===== src/sv/assert_macros.svh =====
// Assertion macros for the converter RTL.
`ifndef ASSERT_MACROS_SVH
`define ASSERT_MACROS_SVH
`ifndef SYNTHESIS
`define ASSERT_IMPLIES(label, clk, rst_n, pre, post) \
    label: assert property (@(posedge clk) disable iff (!rst_n) (pre) |-> (post)) \
        else $error("assertion failed");
`define ASSERT_NEXT(label, clk, rst_n, pre, post) \
    label: assert property (@(posedge clk) disable iff (!rst_n) (pre) |=> (post)) \
        else $error("assertion failed");
`else
`define ASSERT_IMPLIES(label, clk, rst_n, pre, post)
`define ASSERT_NEXT(label, clk, rst_n, pre, post)
`endif
`endif


===== src/sv/dfpc_pkg.sv =====
// Package with payload types and constants for the double/fixed converter.
`default_nettype none
package dfpc_pkg;

    localparam int unsigned TopBitWeightLog2 = 23;
    localparam logic        CmdToFixed       = 1'b0;
    localparam logic        CmdToDouble      = 1'b1;

    typedef struct packed {
        logic        command;
        logic [63:0] operand;
    } t_in_item;

    typedef struct packed {
        logic [63:0] result;
        logic        saturated;
    } t_out_item;

endpackage
`default_nettype wire


===== src/sv/dfpc_stage1.sv =====
// First stage: field decode and leading-one search over the fixed word.
`default_nettype none
module dfpc_stage1 #(
    parameter int unsigned TOP_BIT_WEIGHT_LOG2 = dfpc_pkg::TopBitWeightLog2
) (
    input  wire logic              i_clk,
    input  wire logic              i_en,
    input  wire dfpc_pkg::t_in_item i_item,
    output logic                   o_cmd,
    output logic [63:0]            o_opnd,
    output logic [5:0]             o_lead,
    output logic                   o_zero,
    output logic                   o_neg_or_nan,
    output logic                   o_sat,
    output logic signed [12:0]     o_shift
);
    import dfpc_pkg::*;

    logic [10:0]        w_e;
    logic [51:0]        w_m;
    logic [5:0]         w_lead;
    logic signed [12:0] w_scale;

    // Leading one position of the operand; only meaningful for nonzero values.
    always_comb begin
        w_lead = '0;
        for (int i = 0; i < 64; i++) begin
            if (i_item.operand[i]) begin
                w_lead = 6'(i);
            end
        end
    end

    // Decode exponent and compute the shift toward the fixed word.
    assign w_e = i_item.operand[62:52];
    assign w_m = i_item.operand[51:0];
    always_comb begin
        if (w_e == 11'd0) begin
            w_scale = -13'sd1074;
        end else begin
            w_scale = $signed({2'b00, w_e}) - 13'sd1075;
        end
    end

    always_ff @(posedge i_clk) begin
        if (i_en) begin
            o_cmd        <= i_item.command;
            o_opnd       <= i_item.operand;
            o_lead       <= w_lead;
            o_zero       <= (i_item.operand == 64'd0);
            o_neg_or_nan <= i_item.operand[63] || ((w_e == 11'h7FF) && (w_m != 52'd0));
            o_sat        <= (w_e != 11'd0) &&
                ($signed({2'b00, w_e}) - 13'sd1023 >=
                 $signed(13'(TOP_BIT_WEIGHT_LOG2 + 1)));
            o_shift      <= w_scale + $signed(13'(63 - TOP_BIT_WEIGHT_LOG2));
        end
    end
endmodule
`default_nettype wire


===== src/sv/dfpc_stage2.sv =====
// Second stage: mantissa shifts for both directions.
`default_nettype none
module dfpc_stage2 (
    input  wire logic          i_clk,
    input  wire logic          i_en,
    input  wire logic [63:0]   i_opnd,
    input  wire logic [5:0]    i_lead,
    input  wire logic signed [12:0] i_shift,
    output logic [63:0]        o_fixed,
    output logic [52:0]        o_mant,
    output logic               o_round_up
);
    logic [52:0]  w_mant_dbl;
    logic [63:0]  w_fixed;
    logic [52:0]  w_trunc;
    logic [63:0]  w_rem;
    logic [63:0]  w_half;
    logic [63:0]  w_norm;
    logic [5:0]   w_d;

    // Double to fixed: shift the mantissa left or right by the scale.
    assign w_mant_dbl = {(i_opnd[62:52] != 11'd0), i_opnd[51:0]};
    always_comb begin
        if (i_shift >= 0) begin
            w_fixed = (i_shift >= 13'sd64) ? '1 : ({11'd0, w_mant_dbl} << i_shift[5:0]);
        end else if (i_shift <= -13'sd64) begin
            w_fixed = '0;
        end else begin
            w_fixed = {11'd0, w_mant_dbl} >> 6'(-i_shift);
        end
    end

    // Fixed to double: normalize so the leading one lands at bit 63.
    assign w_norm = i_opnd << (6'd63 - i_lead);
    assign w_d    = (i_lead > 6'd52) ? (i_lead - 6'd52) : 6'd0;
    assign w_trunc = w_norm[63:11];
    assign w_rem   = (w_d == 6'd0) ? 64'd0 : (i_opnd & ((64'd1 << w_d) - 64'd1));
    assign w_half  = (w_d == 6'd0) ? 64'd1 : (64'd1 << (w_d - 6'd1));

    always_ff @(posedge i_clk) begin
        if (i_en) begin
            o_fixed    <= w_fixed;
            o_mant     <= w_trunc;
            o_round_up <= (w_d != 6'd0) &&
                ((w_rem > w_half) || ((w_rem == w_half) && w_trunc[0]));
        end
    end
endmodule
`default_nettype wire


===== src/sv/double_fixed_point_converter.sv =====
// Top level of the double/fixed-point converter pipeline.
//
// Converts IEEE-754 doubles to an unsigned 64-bit fixed word (top bit weighs
// 2^TOP_BIT_WEIGHT_LOG2, truncation, saturation flag) and back (round to
// nearest even). One item is accepted per cycle while no stall holds the
// pipeline. Each item passes through three register stages (decode and
// leading-one search, mantissa shifts, rounding and packing), the first of
// which loads at the accepting edge; the last stage presents its result.
// A stall holds all stages together; the input stalls only while the output
// stalls with a valid item in the last stage.
`default_nettype none
module double_fixed_point_converter #(
    parameter int unsigned TOP_BIT_WEIGHT_LOG2 = dfpc_pkg::TopBitWeightLog2
) (
    input  wire logic                i_clk,
    input  wire logic                i_rst_n,
    input  wire logic                i_valid,
    output logic                     o_stall,
    input  wire dfpc_pkg::t_in_item  i_item,
    output logic                     o_valid,
    input  wire logic                i_stall,
    output dfpc_pkg::t_out_item      o_item
);
    import dfpc_pkg::*;

    logic [2:0] r_vld;
    logic [2:0] n_vld;
    logic       w_en;

    logic               s1_cmd, s1_zero, s1_neg_or_nan, s1_sat;
    logic [63:0]        s1_opnd;
    logic [5:0]         s1_lead;
    logic signed [12:0] s1_shift;

    logic [63:0] s2_fixed;
    logic [52:0] s2_mant;
    logic        s2_round_up;
    logic        r_cmd2, r_zero2, r_neg2, r_sat2;
    logic [5:0]  r_lead2;

    t_out_item   r_out;
    t_out_item   n_out;
    logic [53:0] w_mant_r;
    logic [6:0]  w_k;
    logic [10:0] w_bexp;

    // The whole pipeline advances unless the output item is held.
    assign w_en    = !(r_vld[2] && i_stall);
    assign o_stall = !w_en;
    assign n_vld   = {r_vld[1], r_vld[0], i_valid};

    always_ff @(posedge i_clk) begin
        if (!i_rst_n) begin
            r_vld <= '0;
        end else if (w_en) begin
            r_vld <= n_vld;
        end
    end

    dfpc_stage1 #(.TOP_BIT_WEIGHT_LOG2(TOP_BIT_WEIGHT_LOG2)) u_stage1 (
        .i_clk(i_clk), .i_en(w_en), .i_item(i_item),
        .o_cmd(s1_cmd), .o_opnd(s1_opnd), .o_lead(s1_lead), .o_zero(s1_zero),
        .o_neg_or_nan(s1_neg_or_nan), .o_sat(s1_sat), .o_shift(s1_shift)
    );

    dfpc_stage2 u_stage2 (
        .i_clk(i_clk), .i_en(w_en), .i_opnd(s1_opnd), .i_lead(s1_lead),
        .i_shift(s1_shift), .o_fixed(s2_fixed), .o_mant(s2_mant),
        .o_round_up(s2_round_up)
    );

    // Side-band flags travel beside the second stage.
    always_ff @(posedge i_clk) begin
        if (w_en) begin
            r_cmd2  <= s1_cmd;
            r_zero2 <= s1_zero;
            r_neg2  <= s1_neg_or_nan;
            r_sat2  <= s1_sat;
            r_lead2 <= s1_lead;
        end
    end

    // Final stage: rounding increment, renormalize and pack the result.
    assign w_mant_r = {1'b0, s2_mant} + {53'd0, s2_round_up};
    assign w_k      = {1'b0, r_lead2} + {6'd0, w_mant_r[53]};
    assign w_bexp   = 11'(w_k) + 11'(1023 + TOP_BIT_WEIGHT_LOG2 - 63);

    always_comb begin
        n_out.saturated = 1'b0;
        if (r_cmd2 == CmdToDouble) begin
            if (r_zero2) begin
                n_out.result = '0;
            end else begin
                n_out.result = {1'b0, w_bexp,
                    (w_mant_r[53] ? w_mant_r[52:1] : w_mant_r[51:0])};
            end
        end else if (r_neg2) begin
            n_out.result = '0;
        end else if (r_sat2) begin
            n_out.result    = '1;
            n_out.saturated = 1'b1;
        end else begin
            n_out.result = s2_fixed;
        end
    end

    always_ff @(posedge i_clk) begin
        if (w_en) begin
            r_out <= n_out;
        end
    end

    assign o_valid = r_vld[2];
    assign o_item  = r_out;

    `include "assert_macros.svh"
    `ASSERT_NEXT(a_hold_valid, i_clk, i_rst_n, o_valid && i_stall, o_valid)
    `ASSERT_IMPLIES(a_stall_src, i_clk, i_rst_n, o_stall, o_valid && i_stall)
    `ASSERT_NEXT(a_flow, i_clk, i_rst_n, !o_stall && r_vld[1], o_valid)
endmodule
`default_nettype wire


===== config.mk =====
export PLATFORM = sky130hd
export DESIGN_NAME = double_fixed_point_converter
export DESIGN_NICKNAME = d
export VERILOG_FILES = /design/src/sv/dfpc_pkg.sv /design/src/sv/dfpc_stage1.sv /design/src/sv/dfpc_stage2.sv /design/src/sv/double_fixed_point_converter.sv
export VERILOG_INCLUDE_DIRS = /design/src /design/src/sv
export SDC_FILE = /design/constraint.sdc
export NUM_CORES = 1
export LEC_CHECK = 0
export ABC_AREA = 1
export ABC_CLOCK_PERIOD_IN_PS = 10200
export BUFFER_PORTS_ARGS = -buffer_cell sky130_fd_sc_hd__buf_2
export CAP_MARGIN = 20
export CELL_PAD_IN_SITES_DETAIL_PLACEMENT = 0
export CELL_PAD_IN_SITES_GLOBAL_PLACEMENT = 1
export CORE_MARGIN = 10
export CORE_UTILIZATION = 40
export CTS_CLUSTER_DIAMETER = 40
export CTS_CLUSTER_SIZE = 30
export DETAILED_ROUTE_END_ITERATION = 10
export PLACE_DENSITY_LB_ADDON = 0.12
export SLEW_MARGIN = 20
export SYNTH_ARGS = -nofsm -noshare
export SYNTH_HDL_FRONTEND = slang
export SYNTH_SLANG_ARGS = --single-unit

===== constraint.sdc =====
create_clock -name i_clk -period 10.2 [get_ports i_clk]
set_input_delay 0.51 -clock i_clk [delete_from_list [all_inputs] [get_ports i_clk]]
set_output_delay 0.51 -clock i_clk [all_outputs]
set_load 0.01 [all_outputs]

# ---- Yosys cells after proc, flatten, opt, wreduce, memory -nomap -nowiden
# Cells that the tools add are included.
dict set report totals {
  output_inout_bits 67
  in_bits 69
  elab_cells 143
  ff_bits 283
}
dict set report op_classes {
  addsub 11
  reduce_logical 20
  bitwise_logic 1
  shifts 5
  n_eq_ne 2
  mux 75
  n_lt_le_gt_ge 6
}
# cell count
set op_table {}
lappend op_table {{$mux 64} 8}
lappend op_table {{$mux 5} 32}
lappend op_table {{$shl 1x6->64 const A} 2}
lappend op_table {{$and 64x64->64} 1}
lappend op_table {{$eq 64x64->1} 1}
lappend op_table {{$gt 64x64->1} 1}
lappend op_table {{$logic_not 64->1} 1}
lappend op_table {{$mux 4} 16}
lappend op_table {{$shl 53x6->64} 1}
lappend op_table {{$shl 64x6->64} 1}
lappend op_table {{$shr 53x6->64} 1}
lappend op_table {{$sub 64x1->64 const B} 1}
lappend op_table {{$mux 63} 1}
lappend op_table {{$add 53x1->54} 1}
lappend op_table {{$mux 52} 1}
lappend op_table {{$reduce_bool 52->1} 1}
lappend op_table {{$reduce_or 32->1} 1}
lappend op_table {{$mux 3} 8}
lappend op_table {{$reduce_bool 11->1} 2}
lappend op_table {{$reduce_or 16->1} 1}
lappend op_table {{$add 13x7->13 const B} 1}
lappend op_table {{$ge 13x1->1 const B} 1}
lappend op_table {{$ge 13x6->1 const B} 1}
lappend op_table {{$ge 13x8->1 const B} 1}
lappend op_table {{other kinds (23)} 34}

# ---- Longest topological paths before layout
dict set report logic_depth {
  word_depth 62
  ltp_mapped 61
  mapped_depth_nobuf 61
}

# ---- By module
# From an unflattened synthesis, not the netlist that was laid out.
dict set report unflattened {
  cells_unflattened 3988
  area_unflattened_um2 26193.9
}
# module seq_area_each_um2 cells_each area_per_inst_um2 n_inst
set modules_own_cells {}
lappend modules_own_cells {dfpc_stage2 3543.4 2933 17146.4 1}
lappend modules_own_cells {double_fixed_point_converter 2312.2 661 5087.4 1}
lappend modules_own_cells {dfpc_stage1 2612.5 394 3960.0 1}

# ---- Worst setup path after synthesis
# Ideal clock, no wire load.
dict set report synth_timing {
  kind {input to register}
  start {input i_stall}
  end {register r_vld[1]}
  path_slack_ns 2.084
  setup_time_ns 0.166
  required_time_ns 10.034
  stages 4
  arrival_ns 7.950
  n_path_buf 0
  path_cell_list {nand2_1 -> inv_1 -> o21ai_0 -> a21oi_1}
}
dict set report synth_via {
  elab_chain_len 1
}
# item line_no
set synth_lines {}
lappend synth_lines {{start: declaration} double_fixed_point_converter.sv:21} ;# input wire logic i_stall,
lappend synth_lines {{$logic_and 1x1->1} double_fixed_point_converter.sv:48} ;# assign w_en = !(r_vld[2] && i_stall);
lappend synth_lines {{via o_stall} double_fixed_point_converter.sv:18} ;# output logic o_stall,
lappend synth_lines {{end signal: assignment} double_fixed_point_converter.sv:56} ;# r_vld <= n_vld;
lappend synth_lines {{end: declaration} double_fixed_point_converter.sv:26} ;# logic [2:0] r_vld;
# The timed path passes the listed nets, and every way through them passes these cells.
# A chain may end at the register's enable or synchronous reset.

# ---- Worst setup path after layout
dict set report layout_timing {
  start {register u_stage1.o_lead[3]}
  end {register u_stage2.o_round_up, data pin}
}
dict set report layout_via {
  elab_chain_len 10
  elab_cells_between_ends 19
  cone_classes {add/sub: 4; order compare: 2; eq/ne: 1; shift: 3; mux: 3; bitwise: 1; reduce/logical: 5}
}
# item line_no
set layout_lines {}
lappend layout_lines {{start: declaration} dfpc_stage1.sv:11} ;# output logic [5:0] o_lead,
lappend layout_lines {{start signal: assignment} dfpc_stage1.sv:49} ;# o_lead <= w_lead;
lappend layout_lines {{branches (longest 9 deep; another with $sub 64x1->64)} -}
lappend layout_lines {{$logic_and 1x1->1 (*)} dfpc_stage2.sv:44} ;# o_round_up <= (w_d != 6'd0) &&
lappend layout_lines {{end signal: assignment} dfpc_stage2.sv:44}
lappend layout_lines {{end: declaration} dfpc_stage2.sv:11} ;# output logic o_round_up
# Mark *: on every way between the ends.

==> run_results.csv <==
group,metric,value,unit
sta,skew,0.0230,ns
clock_network,cts_hold_buf,0,
power_and_ir_drop,power.density,177,mW/mm2
sta,setup_tns,0,ns
clock_network,path_clk_slew,0.05,ns
clock_network,clock-root-buffer,"clkbuf_16",
setup_path,crit_required,10.65,ns
layout,diodes,0,
route,routed_wl,103000,um
sta,maxSlewViolCount,0,
place,port-buffer-count,135,
sta,max_slew_margin,25.8,%
global_routing,grt_pass1_wl,152000,um
clock_network,cts_resized,0,
route,detail_route.vias_per_cell,5.68,
layout,final_cells,4354,
logic_synthesis,yosysWarnings,0,
global_routing,overflow,0,
setup_path,critPathArrivalTime,7.69,ns
route,drt_iter0_drc,2797,
power_and_ir_drop,power.total,4.86,mW
sta,fin_ws,2.97,ns
place,routabilityCongestion,1.01,
power_and_ir_drop,p_leak,12.1,nW
clock_network,cts.path.max_buffers,3,
sta,worst_pin_slew,1.11,ns
layout,layout-drive-gt1-share,9.27,%
floorplanning,core-area,0.0601,mm2
place,dpl_worst_slack,3.13,ns
sta,period_needed,7.23,ns
setup_path,cpPeakStageDelay,0.56,ns
global_routing,antenna_found_initial,3,
setup_path,startpoint_type,"register",
logic_synthesis,synth_edf_count,280,
floorplanning,initial_core_util,40.3,%
global_routing,grt_usage,28.4,%
route,drt-wirelength-per-cell,23.7,um
logic_synthesis,ys_seq_area_share,35.0,%
logic_synthesis,synth_area,0.0242,mm2
sta,rsz0062_at_grt,"no",
layout,design_area,0.0275,mm2
setup_path,crit_top_cell,"inv_1",
setup_path,slowest_stage,"buf_4",
global_routing,grt_max_degree,81,
sta,finalCritPeriodShare,70.9,%
setup_path,cp-end-kind,"register",
logic_synthesis,ys_ff_latch,283,
flow_run,drv_cap,0,
global_routing,grt_pass1_vias,23200,
outcome,status,"finished clean",
sta,setup_viol,0,
clock_network,tritoncts,"done",
logic_synthesis,syn_area_per_cell,7.02,um2
route,route.detailed.drc,0,
floorplanning,io-pin-count,136,
clock_network,cts_max_level,2,
logic_synthesis,yosysUniqueCellTypes,58,
route,via_count,24700,
clock_network,cts_setup_buffers,0,
floorplanning,die_x,266,um
clock_network,cts-buffers-inserted,51,
logic_synthesis,ys.flop_type,"edfxtp_1",
setup_path,crit_fanout,73,
clock_network,clkLatencyLatePin,0.61,ns
route,antenna_left,0,
sta,fmax,0.138,GHz
sta,hold_violations,0,
clock_network,numClockSinks,283,
power_and_ir_drop,vdd_drop_max,0.000136,V
layout,fillers,6292,
worst_hold_path,min_path_type,"in -> reg",
layout,final_net_count,3673,
place,placed_area,0.0256,mm2
logic_synthesis,syn_inst,3449,
floorplanning,design.die.area,0.0708,mm2
floorplanning,num_rows,90,
logic_synthesis,async_flop_share,0,%
place,dp_hpwl,83100,um
setup_path,critical_path_class,"reg -> reg",
layout,layout-area-overhead-vs-synth,13.3,%
floorplanning,die_h,266,um
place,place_inst,4257,
route,dr.pass1.iters,6,
## final timing paths
check                           slack, ns                   to          startpoint  depth (start not counted)
worst min register to register       0.42              r_zero2     u_stage1.o_zero                          0
worst min-delay path                 0.08       u_stage1.o_cmd          i_item[64]                          1
worst max register to register       2.97  u_stage2.o_round_up  u_stage1.o_lead[3]                         33
worst max-delay path                 2.97  u_stage2.o_round_up  u_stage1.o_lead[3]                         33
## area by class of cell
class,instances,area [um2],area share (%)
Clock buffer,52,1280,4.66
Clock inverter,44,526,1.91
Inverter,346,1300,4.73
Multi-Input combinational cell,2672,13900,50.7
Sequential cell,283,8470,30.8
Tap cell,782,978,3.56
Timing Repair Buffer,175,976,3.55
## registers in the layout, indices dropped and copies added (netlist names), 3 cells and up
register	cells
u_stage2.o_fixed	64
u_stage1.o_shift	13
o_item	65
r_vld	3
u_stage1.o_lead	6
r_lead2	6
u_stage1.o_opnd	64
u_stage2.o_mant	53
## kinds of logic after synthesis
group / synth area share [%]
buf+inv: 8.44
other cells: 0.0310
flops: 35.0
fa+ha+maj: 3.87
mux: 5.37
compound gates: 20.1
simple gates: 25.7
xor+xnor: 1.55
## per-layer routing
layer | routed length, um | share of wire (%) | vias to the layer above | global-route usage [%]
met5 | 31 | 0.030 | - | 0
li1 | - | - | 11900 | -
met1 | 45800 | 44 | 11500 | 39.1
met2 | 44400 | 43 | 1106 | 43.1
met3 | 7970 | 7.7 | 186 | 4.87
met4 | 4900 | 4.8 | 4 | 12.5
## cell usage in the layout (no fill, tap or decap), types with 5 or more instances in the layout
cell type,n
clkinv_1,10
inv_6,8
o22ai_1,24
a2111oi_0,5
inv_8,9
a21oi_1,111
nand3_1,78
inv_2,9
clkinv_4,6
o21ai_0,532
nand2_1,843
o221ai_1,48
a31oi_1,12
o211ai_1,35
nor3_1,63
a211oi_1,22
nand4_1,27
edfxtp_1,280
nor2_2,13
ha_1,75
conb_1,50
buf_4,40
clkbuf_16,51
mux2i_1,130
o31ai_1,21
nor2_1,422
or2_2,25
inv_1,330
xnor2_1,9
clkinvlp_4,6
xor2_1,32
buf_2,135
o21a_1,5
o2111ai_1,9
nor4_1,27
## critical path: cells and delay by family, from the launching register on
family                     cells  cell delay, ns
DFF                            1            0.32
and+or+nand+nor               14            2.73
buffers and inverters          9            1.78
AOI/OAI and AO/OA              7            1.36
adders and majority gates      3            0.82
## synth_stat cells (3+ instances only)
cell | n | share of area (%)
nand2_1 | 844 | 13
o21ai_0 | 532 | 11
nor2_1 | 426 | 6.6
inv_1 | 331 | 5.1
edfxtp_1 | 280 | 35
clkbuf_1 | 158 | 2.4
mux2i_1 | 130 | 5.4
a21oi_1 | 111 | 2.3
nand3_1 | 78 | 1.6
ha_1 | 75 | 3.9
nor3_1 | 63 | 1.3
o221ai_1 | 48 | 1.7
o211ai_1 | 35 | 1.1
buf_1 | 33 | 0.51
xor2_1 | 33 | 1.2
nand4_1 | 27 | 0.70
nor4_1 | 27 | 0.70
or2_2 | 25 | 0.65
o22ai_1 | 24 | 0.62
a211oi_1 | 22 | 0.68
o31ai_1 | 21 | 0.65
a31oi_1 | 12 | 0.31
nor2_2 | 10 | 0.26
xnor2_1 | 10 | 0.36
o2111ai_1 | 9 | 0.33
inv_2 | 8 | 0.12
clkinv_1 | 7 | 0.11
a2111oi_0 | 5 | 0.18
o21a_1 | 5 | 0.15
o21ai_1 | 4 | 0.083
o21bai_1 | 4 | 0.12
o311ai_0 | 4 | 0.14
a21boi_0 | 3 | 0.093
a221oi_1 | 3 | 0.11
buf_2 | 3 | 0.062
dfxtp_1 | 3 | 0.25
nor3b_1 | 3 | 0.093
nor4_2 | 3 | 0.15
## per-stage QoR
stage	util (%)	hold WS, ns
after floorplan	-	0.400
after global placement	42.6	0.404
after detailed placement	42.6	0.409
after CTS	45.6	0.0526
after global routing	45.7	0.0718
final	45.7	0.0806
## where the power goes
group,switching (mW),internal (mW)
registers,0.119,1.46
logic,1.11,0.425
clock network,0.702,1.04
Note: power is estimated with default switching activity, not from simulation.
